`config.mk`:
```
export PLATFORM = sky130hd
export DESIGN_NAME = jpnp_ram
export DESIGN_NICKNAME = d
export VERILOG_FILES = /design/src/design/jpnp_ram.sv
export SDC_FILE = /design/constraint.sdc
export NUM_CORES = 2
export LEC_CHECK = 0
export CORE_MARGIN = 3
export CORE_UTILIZATION = 65
export DETAILED_ROUTE_END_ITERATION = 12
export DONT_BUFFER_PORTS = 1
export GPL_TIMING_DRIVEN = 0
export PLACE_DENSITY = 0.78
export SKIP_CTS_REPAIR_TIMING = 1
export SLEW_MARGIN = 20
export SYNTH_ARGS = -nofsm -noshare
export SYNTH_HDL_FRONTEND = slang
export SYNTH_SLANG_ARGS = --single-unit
```
`constraint.sdc`:
```
create_clock -name clk -period 12.6 [get_ports clk]
set_input_delay 0.63 -clock clk [delete_from_list [all_inputs] [get_ports clk]]
set_output_delay 0.63 -clock clk [all_outputs]
set_load 0.05 [all_outputs]
```
`src/design/jpnp_ram.sv`:
```
// ----------------------------------------------------------------------------
// jpnp_ram
// Generic single-write, single-read RAM with registered read data.
// ----------------------------------------------------------------------------
module jpnp_ram #(
  parameter int DATA_W = 64,
  parameter int DEPTH  = 64,
  parameter int ADDR_W = $clog2(DEPTH)
) (
  input  logic              clk,
  input  logic              wr_en,
  input  logic [ADDR_W-1:0] wr_addr,
  input  logic [DATA_W-1:0] wr_data,
  input  logic              rd_en,
  input  logic [ADDR_W-1:0] rd_addr,
  output logic [DATA_W-1:0] rd_data
);

  logic [DATA_W-1:0] mem [DEPTH];

  always_ff @(posedge clk) begin
    if (wr_en) begin
      mem[wr_addr] <= wr_data;
    end
    if (rd_en) begin
      rd_data <= mem[rd_addr];
    end
  end

endmodule

```
==> results.sh <==
export IMPL_outcome="complete, but fails checks"
export IMPL_violations="hold timing, capacitance limit, slew limit"
export IMPL_clock_power_share=0.419
export IMPL_final_period_minus_worst_setup_slack_ns=4.30
export IMPL_achievable_frequency_mhz=232
export IMPL_cts_path_max_buffers=4
export IMPL_hp_class="input pin to flip-flop"
export IMPL_finalHoldViolCount=23
export IMPL_drc=0
export IMPL_p_leak_uw=0.0570
export IMPL_nets_final=7400
export IMPL_die_w_um=497
export IMPL_cts_root_buf="clkbuf_16"
export IMPL_critical_path_class="input pin to flip-flop"
export IMPL_firstDrtPassIters=7
export IMPL_synth_mux_area_frac=0.156
export IMPL_placeableCoreArea_sq_um=239000
export IMPL_power_internal_uw=22700
export IMPL_p_comb_frac=0.056
export IMPL_cts_tree="done"
export IMPL_postSynth_asyncResetShare=0
export IMPL_most_instantiated_cells_after_synthesis="edfxtp_1 (4160), mux4_2 (1024), buf_2 (170)"
export IMPL_syn_std_cell_area_sq_um=157000
export IMPL_violation_count_after_the_first_detailed_route_iteration=19500
export IMPL_timing_critical_path_arrival_ns=4.95
export IMPL_cts_clk_slew_worst_paths_ns=0.07
export IMPL_synth_simple_gate_area_frac=0.0123
export IMPL_cts_sink_count=4160
export IMPL_post_synth_inst_count=6598
export IMPL_synth_xor_area_share=0
export IMPL_timing_reg2reg_setup_slack_ns=9.16
export IMPL_synth_adder_area_share=0
export IMPL_layout_drive_gt1_share=0.290
export IMPL_routed_wire_length_per_instance_um=48.1
export IMPL_gp_routability_congestion=0.854
export IMPL_power_switching_uw=6740
export IMPL_timing_worst_slew_pin_value_ns=1.61
export IMPL_edff_count_synth=4160
export IMPL_timing_max_transition_violations_final=3
export IMPL_leading_cell_type_by_number_of_instances_after_synthesis="edfxtp_1"
export IMPL_grt_antenna_before_repair=70
export IMPL_setup_tns_final_ns=0
export IMPL_first_global_vias=85300
export IMPL_vias_per_cell=8.14
export IMPL_synth_flop_cell="edfxtp_1"
export IMPL_worst_ep_required_time_ns=13.25
export IMPL_finalSetupViolCount=0
export IMPL_route_final_wire_length_um=521000
export IMPL_synth_compound_area_share=0.0247
export IMPL_finalHoldWorstSlack_ns=-0.0174
export IMPL_largest_net_degree_at_the_start_of_global_routing=65
export IMPL_timing_max_slew_rel_slack=-0.0715
export IMPL_multiInputGateArea_sq_um=30800
export IMPL_n_fill_cell=10900
export IMPL_total_cts_buffers=401
export IMPL_grt_remaining_overflow=0
export IMPL_max_vdd_ir_drop_v=0.000156
export IMPL_sequential_cell_area_sq_um=125000
export IMPL_clock_tree_htree_level_count=5
export IMPL_synth_yosys_seq_area_share=0.796
export IMPL_synthToLayoutAreaGrowth_pct=15.6
export IMPL_timing_final_crit_share=0.342
export IMPL_max_cap_violations=1
export IMPL_synth_top_family_by_area="multiplexers"
export IMPL_yosys_warnings=0
export IMPL_detailroute_via_count=88300
export IMPL_unrepaired_setup_endpoints_after_global_routing="no"
export IMPL_finalCoreUtilization=0.759
export IMPL_synth_top_cell_area_share=0.796
export IMPL_gr_usage_all_layers=0.394
export IMPL_synthDistinctLibCells=32
export IMPL_postSynthAreaPerCell_sq_um=23.8
export IMPL_path_max_fanout=13
export IMPL_clock_skew_final_ns=0.0490
export IMPL_power_sequential_fraction=0.525
export IMPL_endpoint_kind="flip-flop"
export IMPL_power_density_nw_per_um2=162
export IMPL_startpoint_type="input pin"
export IMPL_placement_io_buffers=0
export IMPL_ys_ff_latch=4160
export IMPL_floorplan_die_height_um=497
export IMPL_grt_pass1_wl_um=671000
export IMPL_p_sw_frac=0.229
export IMPL_detailed_place_hpwl_um=275000
export IMPL_drt_antenna_violating_nets=0
export IMPL_initial_utilization=0.657
export IMPL_floorplan_rows=179
export IMPL_syn_nets=6677
export IMPL_synth_area_leader_cell="edfxtp_1"
export IMPL_clock_latency_ns=1.02
export IMPL_io_pin_count=143
export IMPL_floorplan_die_area_sq_um=247000
export IMPL_main_area_contributors_after_synthesis="edfxtp_1 (80%), mux4_2 (15%), mux2i_1 (0.86%)"
-- flip-flops by register name, summed over array words and instances (netlist names) --
signal	count
rd_data	64
mem	4096
-- layout by cell type, fill, tap and decap left out, types with 19 or more instances in the layout --
cell and n:
mux2i_1 135, edfxtp_1 4160, clkinv_1 100, buf_4 53, buf_2 171, and3_1 64, diode_2 55, o22ai_1 82
buf_12 157, or3_1 29, inv_1 19, nor2b_1 28, buf_1 19, mux4_2 1024, a22o_1 88, clkbuf_1 192
nor2_4 62, or2_2 28, nand2_1 58, a22oi_1 168, bufinv_16 46, nand3_1 45, o221ai_1 38, clkbuf_16 407
nor2_1 49, buf_16 126, a211oi_1 61, a2bb2oi_1 19, clkinv_2 61
-- per-layer routing --
layer / vias to the layer above / global-route usage / wire [um]
met5: - / 0 / 527
met4: 48 / 0.234 / 47500
met3: 3084 / 0.147 / 89000
met1: 43800 / 0.498 / 148000
li1: 30100 / - / -
met2: 11400 / 0.594 / 236000
-- worst max-delay path: stages --
cell	delay, ns
buf_2	0.29
buf_4	0.36
buf_2	0.57
buf_2	0.67
buf_4	0.36
mux2i_1	0.14
o22ai_1	0.71
a31oi_1	0.29
a211oi_1	0.88
-- cell type report --
type                       instances  area share
timing repair buffer             320      0.0384
antenna                           55    0.000759
clock buffer                     468      0.0574
buffer                           370     0.00985
multi-input combinational       2049       0.170
inverter                          19    0.000393
tap                             3167      0.0218
clock inverter                   242      0.0131
sequential                      4160       0.689
-- kinds of logic after synthesis --
| group | Yosys count |
|---|---|
| compound gates | 504 |
| buf+inv | 389 |
| flops | 4160 |
| mux | 1159 |
| simple gates | 386 |
-- power by group through the flow --
stage               clock [uW]  combinational (uW)  sequential [uW]
floorplan                    0                 714            15700
detailed placement           0                1180            15700
CTS                      12100                1240            15500
global route             12700                1650            15500
global placement             0                1130            15800
finish                   12300                1650            15500
-- path summary, 6_finish.rpt --
check                                 start     endpoint  cells past startpoint
worst max-delay path             rd_addr[2]   rd_data[6]                      9
worst min-delay path            wr_data[47]  mem[31][47]                      1
worst max register to register  mem[13][50]  rd_data[50]                      5
worst min register to register  mem[60][50]  rd_data[50]                      4
-- through the flow --
stage	total power (uW)	instance area (sq um)	instances	hold slack, ns	setup WS (ns)
final	29500	181000	10900	-0.0174	8.30
after global placement	16900	161000	9765	0.732	0.380
after detailed placement	16900	167000	10000	0.732	7.87
after CTS	28800	179000	10700	-0.336	8.87
after global routing	29800	181000	10800	-0.0178	8.63
after floorplan	16500	157000	6598	0.729	6.53
Power figures use the tool's default switching activity.
